## src/rtl/sfr_pkg.sv

```systemverilog
// Shared types and constants of the serial frame receiver.
package sfr_pkg;

    localparam int BYTE_W = 8;
    localparam int ID_W = 24;
    localparam int LEN_W = 6;
    localparam int IDX_W = 5;
    localparam int OUT_TDATA_W = 56;
    localparam int CFG_DATA_W = 32;
    localparam int CFG_ADDR_W = 3;

    localparam logic [15:0] START_MARKER_RST = 16'hFFFF;
    localparam logic [15:0] END_MARKER_RST = 16'hFEFE;

    // register index, taken from paddr[2]
    localparam logic REG_START_MARKER = 1'b0;
    localparam logic REG_END_MARKER = 1'b1;

    typedef struct packed {
        logic [15:0] start_marker;
        logic [15:0] end_marker;
    } markers_t;

    typedef struct packed {
        logic load_id1;
        logic load_id2;
        logic load_id3;
        logic load_len;
        logic load_code;
        logic store_data;
        logic rd_start;
        logic rd_issue;
        logic out_load;
    } dp_cmd_t;

    typedef struct packed {
        logic start_hi_match;
        logic start_lo_match;
        logic end_hi_match;
        logic end_lo_match;
        logic len_zero;
        logic data_last;
        logic oversize;
        logic rd_last;
        logic out_free;
    } dp_stat_t;

endpackage

```

## src/rtl/sfr_regs.sv

```systemverilog
// APB register file holding the start and end markers.
module sfr_regs
    import sfr_pkg::*;
(
    input  logic                  clk,
    input  logic                  rst_n,
    input  logic                  psel,
    input  logic                  penable,
    input  logic                  pwrite,
    input  logic [CFG_ADDR_W-1:0] paddr,
    input  logic [CFG_DATA_W-1:0] pwdata,
    output logic [CFG_DATA_W-1:0] prdata,
    output logic                  pready,
    output markers_t              markers
);

    logic [15:0] start_marker_reg;
    logic [15:0] end_marker_reg;
    logic        wr_en;

    assign pready = 1'b1;
    assign wr_en = psel && penable && pwrite;

    always_ff @(posedge clk or negedge rst_n)
    begin
        if (!rst_n)
        begin
            start_marker_reg <= START_MARKER_RST;
            end_marker_reg <= END_MARKER_RST;
        end
        else if (wr_en)
        begin
            case (paddr[2])
                REG_START_MARKER: start_marker_reg <= pwdata[15:0];
                REG_END_MARKER:   end_marker_reg <= pwdata[15:0];
                default:          ;
            endcase
        end
    end

    always_comb
    begin
        case (paddr[2])
            REG_START_MARKER: prdata = {16'h0000, start_marker_reg};
            REG_END_MARKER:   prdata = {16'h0000, end_marker_reg};
            default:          prdata = '0;
        endcase
    end

    assign markers.start_marker = start_marker_reg;
    assign markers.end_marker = end_marker_reg;

endmodule

```

## src/rtl/sfr_dp.sv

```systemverilog
// Datapath: header registers, frame buffer memory and output register.
module sfr_dp
    import sfr_pkg::*;
#(
    parameter int MAX_DATA = 32
)
(
    input  logic                   clk,
    input  logic                   rst_n,
    input  logic [BYTE_W-1:0]      rx_byte,
    input  markers_t               markers,
    input  dp_cmd_t                cmd,
    output dp_stat_t               stat,
    input  logic                   m_tready,
    output logic                   m_tvalid,
    output logic [OUT_TDATA_W-1:0] m_tdata,
    output logic                   m_tuser,
    output logic                   m_tlast
);

    localparam int AW = (MAX_DATA > 1) ? $clog2(MAX_DATA) : 1;
    localparam int CW = $clog2(MAX_DATA + 1);
    localparam logic [7:0] MAX_LEN = 8'(MAX_DATA);

    logic [ID_W-1:0]   id_reg;
    logic [7:0]        len_reg;
    logic [7:0]        code_reg;
    logic [7:0]        count_reg;
    logic              oversize_reg;
    logic [CW-1:0]     rd_idx_reg;
    logic [BYTE_W-1:0] rd_data_reg;
    logic [BYTE_W-1:0] mem [MAX_DATA];

    logic              out_valid_reg;
    logic [ID_W-1:0]   out_id_reg;
    logic [7:0]        out_code_reg;
    logic [LEN_W-1:0]  out_len_reg;
    logic              out_has_reg;
    logic [BYTE_W-1:0] out_byte_reg;
    logic [IDX_W-1:0]  out_idx_reg;
    logic              out_last_reg;

    logic [7:0]        rd_idx8;
    logic              has_payload;
    logic              mem_wr;

    assign rd_idx8 = 8'(rd_idx_reg);
    assign has_payload = (len_reg != 8'd0);
    assign mem_wr = cmd.store_data && !oversize_reg && (count_reg < MAX_LEN);

    assign stat.start_hi_match = (rx_byte == markers.start_marker[15:8]);
    assign stat.start_lo_match = (rx_byte == markers.start_marker[7:0]);
    assign stat.end_hi_match = (rx_byte == markers.end_marker[15:8]);
    assign stat.end_lo_match = (rx_byte == markers.end_marker[7:0]);
    assign stat.len_zero = !has_payload;
    assign stat.data_last = ({1'b0, count_reg} + 9'd1) >= {1'b0, len_reg};
    assign stat.oversize = oversize_reg;
    assign stat.rd_last = !has_payload || ((rd_idx8 + 8'd1) == len_reg);
    assign stat.out_free = !out_valid_reg || m_tready;

    // control state
    always_ff @(posedge clk or negedge rst_n)
    begin
        if (!rst_n)
        begin
            len_reg <= '0;
            count_reg <= '0;
            oversize_reg <= 1'b0;
            rd_idx_reg <= '0;
            out_valid_reg <= 1'b0;
        end
        else
        begin
            if (cmd.load_len)
            begin
                len_reg <= rx_byte;
                oversize_reg <= (rx_byte > MAX_LEN);
                count_reg <= '0;
            end
            else if (cmd.store_data)
            begin
                count_reg <= count_reg + 8'd1;
            end

            if (cmd.rd_start)
                rd_idx_reg <= '0;
            else if (cmd.out_load)
                rd_idx_reg <= rd_idx_reg + CW'(1);

            if (cmd.out_load)
                out_valid_reg <= 1'b1;
            else if (m_tready)
                out_valid_reg <= 1'b0;
        end
    end

    // header and output payload
    always_ff @(posedge clk)
    begin
        if (cmd.load_id1)
            id_reg[23:16] <= rx_byte;
        if (cmd.load_id2)
            id_reg[15:8] <= rx_byte;
        if (cmd.load_id3)
            id_reg[7:0] <= rx_byte;
        if (cmd.load_code)
            code_reg <= rx_byte;
        if (cmd.out_load)
        begin
            out_id_reg <= id_reg;
            out_code_reg <= code_reg;
            out_len_reg <= len_reg[LEN_W-1:0];
            out_has_reg <= has_payload;
            out_byte_reg <= has_payload ? rd_data_reg : '0;
            out_idx_reg <= has_payload ? rd_idx8[IDX_W-1:0] : '0;
            out_last_reg <= stat.rd_last;
        end
    end

    // frame buffer
    always_ff @(posedge clk)
    begin
        if (mem_wr)
            mem[count_reg[AW-1:0]] <= rx_byte;
        if (cmd.rd_issue)
            rd_data_reg <= mem[rd_idx_reg[AW-1:0]];
    end

    assign m_tvalid = out_valid_reg;
    assign m_tdata = {5'b00000, out_idx_reg, out_byte_reg, out_len_reg, out_code_reg, out_id_reg};
    assign m_tuser = out_has_reg;
    assign m_tlast = out_last_reg;

endmodule

```

## src/rtl/sfr_ctrl.sv

```systemverilog
// Controller: frame parser state machine and buffer drain sequencer.
module sfr_ctrl
    import sfr_pkg::*;
(
    input  logic     clk,
    input  logic     rst_n,
    input  logic     s_tvalid,
    output logic     s_tready,
    input  dp_stat_t stat,
    output dp_cmd_t  cmd
);

    typedef enum logic [3:0] {
        ST_START1,
        ST_START2,
        ST_ID1,
        ST_ID2,
        ST_ID3,
        ST_LEN,
        ST_CODE,
        ST_DATA,
        ST_END1,
        ST_END2,
        ST_RD,
        ST_LD
    } state_t;

    state_t state_reg;
    state_t state_next;
    logic   ready_reg;
    logic   ready_next;
    logic   accept;

    assign accept = s_tvalid && ready_reg;
    assign s_tready = ready_reg;

    always_comb
    begin
        state_next = state_reg;
        cmd = '0;
        case (state_reg)
            ST_START1:
            begin
                if (accept && stat.start_hi_match)
                    state_next = ST_START2;
            end
            ST_START2:
            begin
                if (accept)
                    state_next = stat.start_lo_match ? ST_ID1 : ST_START1;
            end
            ST_ID1:
            begin
                cmd.load_id1 = accept;
                if (accept)
                    state_next = ST_ID2;
            end
            ST_ID2:
            begin
                cmd.load_id2 = accept;
                if (accept)
                    state_next = ST_ID3;
            end
            ST_ID3:
            begin
                cmd.load_id3 = accept;
                if (accept)
                    state_next = ST_LEN;
            end
            ST_LEN:
            begin
                cmd.load_len = accept;
                if (accept)
                    state_next = ST_CODE;
            end
            ST_CODE:
            begin
                cmd.load_code = accept;
                if (accept)
                    state_next = stat.len_zero ? ST_END1 : ST_DATA;
            end
            ST_DATA:
            begin
                cmd.store_data = accept;
                if (accept && stat.data_last)
                    state_next = ST_END1;
            end
            ST_END1:
            begin
                if (accept)
                    state_next = stat.end_hi_match ? ST_END2 : ST_START1;
            end
            ST_END2:
            begin
                if (accept)
                begin
                    if (stat.end_lo_match && !stat.oversize)
                    begin
                        cmd.rd_start = 1'b1;
                        state_next = ST_RD;
                    end
                    else
                    begin
                        state_next = ST_START1;
                    end
                end
            end
            ST_RD:
            begin
                cmd.rd_issue = 1'b1;
                state_next = ST_LD;
            end
            ST_LD:
            begin
                if (stat.out_free)
                begin
                    cmd.out_load = 1'b1;
                    state_next = stat.rd_last ? ST_START1 : ST_RD;
                end
            end
            default:
            begin
                state_next = ST_START1;
            end
        endcase
        ready_next = (state_next != ST_RD) && (state_next != ST_LD);
    end

    always_ff @(posedge clk or negedge rst_n)
    begin
        if (!rst_n)
        begin
            state_reg <= ST_START1;
            ready_reg <= 1'b1;
        end
        else
        begin
            state_reg <= state_next;
            ready_reg <= ready_next;
        end
    end

endmodule

```

## src/rtl/serial_frame_receiver.sv

```systemverilog
// Top level of the serial frame receiver.
//
//  port group  | dir | payload
//  s_t*        | in  | s_tdata[7:0] rx_byte
//  m_t*        | out | m_tdata: sender_id, msg_code, payload_length, payload_byte,
//              |     |   payload_index; m_tuser has_payload; m_tlast last_of_frame
//  APB         | in  | 0x0 start_marker, 0x4 end_marker
//
// One received byte is taken per cycle while a frame is parsed.
// A good frame is drained from the buffer one result at a time, each by a memory
// read, then an output register load, during which s_tready is low.
// The output register holds a result until taken; m_tready low stalls the drain.
// Reset is asynchronous, active low; the buffer needs no clearing pass.
module serial_frame_receiver
    import sfr_pkg::*;
#(
    parameter int MAX_DATA = 32
)
(
    input  logic                   clk,
    input  logic                   rst_n,
    input  logic                   s_tvalid,
    output logic                   s_tready,
    input  logic [7:0]             s_tdata,   // [7:0] rx_byte
    output logic                   m_tvalid,
    input  logic                   m_tready,
    // [23:0] sender_id, [31:24] msg_code, [37:32] payload_length,
    // [45:38] payload_byte, [50:46] payload_index, [55:51] zero
    output logic [OUT_TDATA_W-1:0] m_tdata,
    output logic                   m_tuser,   // [0] has_payload
    output logic                   m_tlast,
    input  logic                   psel,
    input  logic                   penable,
    input  logic                   pwrite,
    input  logic [CFG_ADDR_W-1:0]  paddr,
    input  logic [CFG_DATA_W-1:0]  pwdata,
    output logic [CFG_DATA_W-1:0]  prdata,
    output logic                   pready
);

    markers_t markers;
    dp_cmd_t  cmd;
    dp_stat_t stat;

    sfr_regs u_regs (
        .clk     (clk),
        .rst_n   (rst_n),
        .psel    (psel),
        .penable (penable),
        .pwrite  (pwrite),
        .paddr   (paddr),
        .pwdata  (pwdata),
        .prdata  (prdata),
        .pready  (pready),
        .markers (markers)
    );

    sfr_ctrl u_ctrl (
        .clk      (clk),
        .rst_n    (rst_n),
        .s_tvalid (s_tvalid),
        .s_tready (s_tready),
        .stat     (stat),
        .cmd      (cmd)
    );

    sfr_dp #(
        .MAX_DATA (MAX_DATA)
    ) u_dp (
        .clk      (clk),
        .rst_n    (rst_n),
        .rx_byte  (s_tdata),
        .markers  (markers),
        .cmd      (cmd),
        .stat     (stat),
        .m_tready (m_tready),
        .m_tvalid (m_tvalid),
        .m_tdata  (m_tdata),
        .m_tuser  (m_tuser),
        .m_tlast  (m_tlast)
    );

endmodule

```

## config.mk

```make
export PLATFORM = sky130hd
export DESIGN_NAME = serial_frame_receiver
export DESIGN_NICKNAME = d
export VERILOG_FILES = /design/src/rtl/sfr_pkg.sv /design/src/rtl/sfr_regs.sv /design/src/rtl/sfr_dp.sv /design/src/rtl/sfr_ctrl.sv /design/src/rtl/serial_frame_receiver.sv
export SDC_FILE = /design/constraint.sdc
export NUM_CORES = 1
export LEC_CHECK = 0
export ABC_CLOCK_PERIOD_IN_PS = 9900
export BUFFER_PORTS_ARGS = -buffer_cell sky130_fd_sc_hd__buf_2
export CORE_UTILIZATION = 55
export CTS_CLUSTER_DIAMETER = 30
export DETAILED_ROUTE_END_ITERATION = 10
export GPL_TIMING_DRIVEN = 1
export PLACE_DENSITY = 0.74
export SYNTH_ARGS = -nofsm -noshare
export SYNTH_HDL_FRONTEND = slang
export SYNTH_SLANG_ARGS = --single-unit
```

## constraint.sdc

```tcl
create_clock -name clk -period 9.9 [get_ports clk]
set_input_delay 1.98 -clock clk [delete_from_list [all_inputs] [get_ports clk]]
set_output_delay 1.98 -clock clk [all_outputs]
set_load 0.01 [all_outputs]
```

==> results of run 1 <==
cell usage after synthesis (3+ instances only):
| library cell | instances |
|---|---|
| mux2_2 | 65 |
| a21o_1 | 8 |
| buf_4 | 25 |
| inv_1 | 13 |
| nor4_1 | 11 |
| dfrtp_1 | 30 |
| buf_1 | 6 |
| edfxtp_1 | 349 |
| dfstp_2 | 31 |
| nand3_1 | 9 |
| nand3b_1 | 3 |
| or3_1 | 4 |
| mux4_2 | 64 |
| xor2_1 | 39 |
| xnor2_1 | 14 |
| nand2b_1 | 3 |
| a22o_1 | 5 |
| buf_2 | 12 |
| o21ai_0 | 19 |
| nand4_1 | 5 |
| a22oi_1 | 8 |
| ha_1 | 14 |
| nor2_1 | 61 |
| a211oi_1 | 8 |
| a31oi_1 | 7 |
| and2_1 | 15 |
| o22ai_1 | 9 |
| nor2b_1 | 4 |
| clkbuf_1 | 27 |
| nand2_1 | 39 |
| a21oi_1 | 5 |
| and3_1 | 4 |
| nor3_1 | 10 |
logic make-up after synthesis:
kind of cell,after synthesis
buffers and inverters,84
and+or+nand+nor,177
xor gates and xnor gates,53
AOI/OAI and AO/OA,81
DFF,410
other,2
adders and majority gates,14
muxes,130
where the power goes:
| part | internal, uW | switching [uW] | total (uW) |
|---|---|---|---|
| sequential | 2000 | 175 | 2170 |
| combinational | 451 | 415 | 866 |
| clock | 1580 | 814 | 2390 |
| total | 4030 | 1400 | 5430 |
stage by stage:
stage	total power [uW]	instance area, sq um	hold WS [ns]
final	5432	19910	0.4142
after floorplan	2819	16800	0.4003
after detailed placement	3064	17530	0.4045
after global placement	3040	17530	0.4015
after global routing	5619	19910	0.4184
after CTS	5461	19910	0.4151
layout make-up:
cell class / count / share of cell area (%)
Tap cell: 390 / 2.451
Inverter: 13 / 0.2451
Sequential cell: 410 / 60.54
Clock buffer: 80 / 9.250
Clock inverter: 44 / 2.702
Timing Repair Buffer: 115 / 3.054
Multi-Input combinational cell: 477 / 21.76
metal layers:
layer,vias up,share of wire [%],routed length [microns]
li1,3937,-,-
met1,4494,40,14060
met2,400,51,18070
met3,62,6.8,2409
met4,0,2.2,783
met5,-,0,0
placed cells by master (no fill, tap or decap), types with 15 or more instances in the layout:
cell / netlist / final
xor2_1: 39 / 39
nand2_1: 39 / 39
and2_1: 15 / 15
mux2_2: 65 / 65
clkbuf_16: 0 / 72
edfxtp_1: 349 / 349
mux4_2: 64 / 64
nor2_1: 61 / 60
dfrtp_1: 30 / 28
dfstp_2: 31 / 31
conb_1: 2 / 22
buf_2: 12 / 102
o21ai_0: 19 / 19
final timing paths:
path / start / end / slack (ns) / cells after the start
worst max register to register: u_dp.rd_idx_reg[0]$_DFFE_PN0P_ / u_dp.rd_data_reg[4]$_DFFE_PN_ / 6.59 / 7
worst max-delay path: paddr[2] / prdata[9] / 5.05 / 3
worst min-delay path: u_dp.id_reg[10]$_DFFE_PP_ / u_dp.out_id_reg[10]$_DFFE_PP_ / 0.41 / 0
max in group asynchronous: rst_n / u_dp.rd_idx_reg[0]$_DFFE_PN0P_ / 7.69 / 2
worst min register to register: u_dp.id_reg[10]$_DFFE_PP_ / u_dp.out_id_reg[10]$_DFFE_PP_ / 0.41 / 0
min in group asynchronous: rst_n / u_regs.end_marker_reg[8]$_DFFE_PN0P_ / 1.58 / 2
==> results.cfg, run 1 <==
[global_route]
grt.total_usage_pct = 23.44
grt_pass1_wl_microns = 53700
grt_start_max_net_pins = 64
antenna_found_initial = 0
use_met3_pct = 4.823
grt.busiest_layer = met2
grt_pass1_vias = 9268
overflow = 0
use_met1_pct = 29.83
met2_usage_pct = 39.85

[route]
viasPerCell = 5.816
num_vias = 8893
post_drt_wl_per_cell_microns = 23.10
drtIter0Drc = 769
antenna_left = 0
wl_microns = 35320
drc = 0
first_pass_iters = 5

[synthesis]
synthAdderAreaFrac_pct = 1.048
synth-main-ff-cell = edfxtp_1
netlist_top_cells_area = edfxtp_1, mux4_2, dfstp_2
async_flop_share_pct = 14.88
muxShareOfSynthArea_pct = 13.06
ys_seq_elements = 410
synth_top_area_cell = edfxtp_1
synth_edf_count = 349
avgSynthCellArea_sq_um = 17.58
seq_area_frac_synth_pct = 72.04
yosys_warnings = 0
synth_compound_gate_area_share_pct = 3.412
synth_top_family_by_area = multiplexers
netlist_area_sq_mm = 0.01672
synthDominantCellAreaShare_pct = 62.68
yosys.area_share.xor_xnor_pct = 2.776
synth_cell_types = 52
synth_cells = 951
synth-simple-area-share_pct = 5.081

[setup_path]
worstSetupPathType = input port to output port
cp_num_buf_inv = 2
crit_chain = buf_2 > mux2_2 > buf_2
slowest_delay_ns = 0.40
path_delay_family = buffers and inverters
crit_path_frequent_cell = buf_2
endpoint_kind = output port
critPathSlowestCell = mux2_2
start_kind = input port
cp.arrival_ns = 2.87
worstPathMaxFanout = 18
required_ns = 7.92

[cells_and_area]
n_fill_cell = 1960
drive_gt1_share_pct = 34.50
largest_reg_flops = 256
seq_area_sq_mm = 0.01205
finalNonFillerCells = 1529
multi_input_area_sq_mm = 0.004333
n_antenna_cell = 0
nets = 1151
finish.utilization_pct = 66.82
area_growth_syn_to_layout_pct = 19.07

[sta]
final.min_clock_period_ns = 4.851
final_hold_viol_count = 0
timing.final.crit_share_pct = 49.00
slew_violations = 0
finalSetupViolCount = 0
fmax_mhz = 206.1
tightest_slew_ns = 1.005
finalSetupTns_ns = 0
slew_headroom_pct = 33.02
setup_slack_ns = 5.049
rsz0062_at_grt = no
fin_skew_ns = 0.02384

[worst_hold_path]
worstHoldPathType = register to register

[clock_tree]
cts.clk_slew.worst_paths_ns = 0.04
insertion_delay_ns = 0.57
clock_path_buffers = 3
cts_tree = done
cts_setup_buffers = 0
cts_resized = 0
cts_max_level = 3
cts_made_buffers = 70
cts_root_buf = clkbuf_16
hold_buffers = 0
cts_sinks = 410

[power_and_ir_drop]
p_leak_uw = 0.007038
peakVddDrop_mv = 0.1573
powerDensity_mw_per_mm2 = 272.8

[place]
placedCellCount = 1405
gp_congestion = 0.8531
pre_cts_ws_ns = 5.037
portBuffers = 102
dp_hpwl_microns = 20180

[status]
outcome = complete, no violations

[floorplanning]
die_w_microns = 176.4
ios = 143
die_y_microns = 176.4
core_sq_mm = 0.02980
start_util_pct = 56.12
dieArea_sq_mm = 0.03110
placementRows = 63

[run]
max_cap_violations = 0
Power figures use the tool's default switching activity.
==> run 2, diff against run 1 <==
Settings changed: ABC_AREA set to 1, ABC_CLOCK_PERIOD_IN_PS 9900 to 4000, CORE_UTILIZATION 55 to 54, PLACE_DENSITY 0.74 to 0.76.
Clock period 9.9 ns to 4 ns, I/O delays scaled along.
==> results.cfg, run 2 <==
[global_route]
grt_pass1_vias = 11669
grt.total_usage_pct = 26.37
grt_start_max_net_pins = 81
antenna_found_initial = 0
grt_pass1_wl_microns = 65380
overflow = 0

[setup_path]
endpoint_kind = register
r2r-end = u_dp.mem[29][5]$_DFFE_PP_
required_ns = 4.18
r2r-start = u_ctrl.s_tready$_DFF_PN1_
setup.worst_path.start = u_ctrl.s_tready$_DFF_PN1_
crit_path_end = u_dp.mem[29][5]$_DFFE_PP_
worstPathMaxFanout = 15
start_kind = register
rrSetupSlack_ns = 1.16
cp.arrival_ns = 3.01
reg2reg_depth = 6
worstSetupPathType = register to register

[route]
drc = 0
first_pass_iters = 6
met3_length_microns = 4039
dr_wl_met2_microns = 20910
highest_layer = met4
post_drt_wl_per_cell_microns = 20.82
num_vias = 11738
antenna_left = 0
wl_microns = 42280
viasPerCell = 5.779
wl_met1_microns = 16060
drtIter0Drc = 1359

[power_and_ir_drop]
clkPwrFrac_pct = 55.7
p_leak_uw = 0.007897
seqPwrFrac_pct = 41.4
power.internal_uw = 9157
powerDensity_mw_per_mm2 = 565.8
swShare_pct = 21.23
combPwrFrac_pct = 2.9
p_sw_uw = 2468
peakVddDrop_mv = 0.3631

[synthesis]
synth_cells = 1439
yosys-top-cells-count = edfxtp_1, nor2_1, nand2_1
ys_seq_elements = 410
synth-main-ff-cell = edfxtp_1
synth_edf_count = 349
netlist_top_cells_area = edfxtp_1, o21ai_0, dfstp_2
async_flop_share_pct = 14.88
synth_cell_types = 45
netlist_area_sq_mm = 0.01711
synth_top_area_cell = edfxtp_1
avgSynthCellArea_sq_um = 11.89
yosys_warnings = 0
synthDominantCellAreaShare_pct = 61.24
yosysMostFrequentCell = edfxtp_1
seq_area_frac_synth_pct = 70.39

[cells_and_area]
largest_reg_flops = 256
mostFrequentLayoutCells = edfxtp_1, nor2_1, nand2_1
drive_gt1_share_pct = 19.33
finalNonFillerCells = 2031
n_antenna_cell = 0
layout_commonest_cell = edfxtp_1
n_fill_cell = 2089
nets = 1638
area_growth_syn_to_layout_pct = 20.06

[sta]
timing.final.crit_share_pct = 70.93
fin_skew_ns = 0.03151
holdWs_ns = 0.3164
tightest_slew_ns = 1.095
finalSetupTns_ns = 0
final.min_clock_period_ns = 2.837
slew_headroom_pct = 26.73
fmax_mhz = 352.4
slew_violations = 0
final_hold_viol_count = 0
rsz0062_at_grt = no
finalSetupViolCount = 0

[status]
outcome = complete, no violations

[clock_tree]
cts_root_buf = clkbuf_16
cts_made_buffers = 74
clock_path_buffers = 3
cts_setup_buffers = 0
cts_sinks = 410
cts_max_level = 3
insertion_delay_ns = 0.58
cts.clk_slew.worst_paths_ns = 0.05
cts_tree = done
cts_resized = 0
hold_buffers = 0

[floorplanning]
core_sq_mm = 0.03091
dieArea_sq_mm = 0.03241
die_y_microns = 180.0
die_w_microns = 180.0
placementRows = 64
ios = 143
start_util_pct = 55.36

[run]
max_cap_violations = 0

[worst_hold_path]
worstHoldPathType = input port to async pin

[place]
portBuffers = 102
dp_hpwl_microns = 24540
placedCellCount = 1894
gp_congestion = 0.9228
run 2: worst max-delay path, stage by stage (launching register included):
cell,delay (ns)
dfstp_2,0.52
nand2_1,0.11
inv_2,0.25
nand2_2,0.19
nor3_4,0.23
nand2_1,0.40
nor2_1,0.74
run 2: cell families (layout without fill, tap and decap cells):
family	Yosys count	in the layout	share of synthesized area (%)
buf+inv	184	360	4.840
compound gates	296	296	9.549
xor+xnor	17	17	0.9578
mux	20	20	1.250
other cells	2	22	0.04389
simple gates	496	496	11.95
fa+ha+maj	14	14	1.024
flops	410	410	70.39
run 2: per-stage QoR:
step	instance area (sq um)	worst slack (ns)	utilization, %	power [uW]
finish	20550	1.163	66.47	11630
global route	20550	0.9874	66.47	11910
CTS	20550	1.125	66.47	11660
detailed placement	17900	0.8787	57.91	5225
global placement	17900	0.9247	57.91	5211
floorplan	17190	1.511	-	5059
run 2: worst min path at each step:
stage | start | end | slack (ns) | cells after the start
after floorplan | u_dp.code_reg[0]$_DFFE_PP_ | u_dp.out_code_reg[0]$_DFFE_PP_ | 0.40 | 0
after global placement | u_dp.id_reg[13]$_DFFE_PP_ | u_dp.out_id_reg[13]$_DFFE_PP_ | 0.40 | 0
after detailed placement | u_dp.id_reg[0]$_DFFE_PP_ | u_dp.out_id_reg[0]$_DFFE_PP_ | 0.41 | 0
after CTS | rst_n | u_dp.rd_idx_reg[5]$_DFFE_PN0P_ | 0.32 | 1
after global routing | rst_n | u_dp.rd_idx_reg[5]$_DFFE_PN0P_ | 0.35 | 1
final | rst_n | u_dp.rd_idx_reg[5]$_DFFE_PN0P_ | 0.32 | 1
run 2: power by group through the flow:
| stage | logic [uW] | clock network (uW) | registers, uW |
|---|---|---|---|
| 2_1_floorplan | 198 | 0 | 4860 |
| 3_3_place_gp | 332 | 0 | 4880 |
| 3_5_place_dp | 342 | 0 | 4880 |
| 4_1_cts | 344 | 6510 | 4810 |
| 5_1_grt | 383 | 6720 | 4810 |
| 6_report | 341 | 6480 | 4810 |
run 2: final cells by class:
cell class                 instances  area, sq um  area share, %
sequential                       410        12050          58.64
multi-input combinational        865         4314          21.00
clock buffer                      92         2032          9.890
timing repair buffer             122        660.6          3.215
clock inverter                    45        614.3          2.990
tap                              396        495.5          2.412
inverter                         101        380.4          1.851
run 2: per-layer routing:
| metal | track usage (%) | vias to the layer above |
|---|---|---|
| met5 | 0 | - |
| met4 | 10.22 | 0 |
| met3 | 4.689 | 112 |
| met2 | 44.79 | 721 |
| met1 | 33.96 | 5582 |
| li1 | - | 5323 |
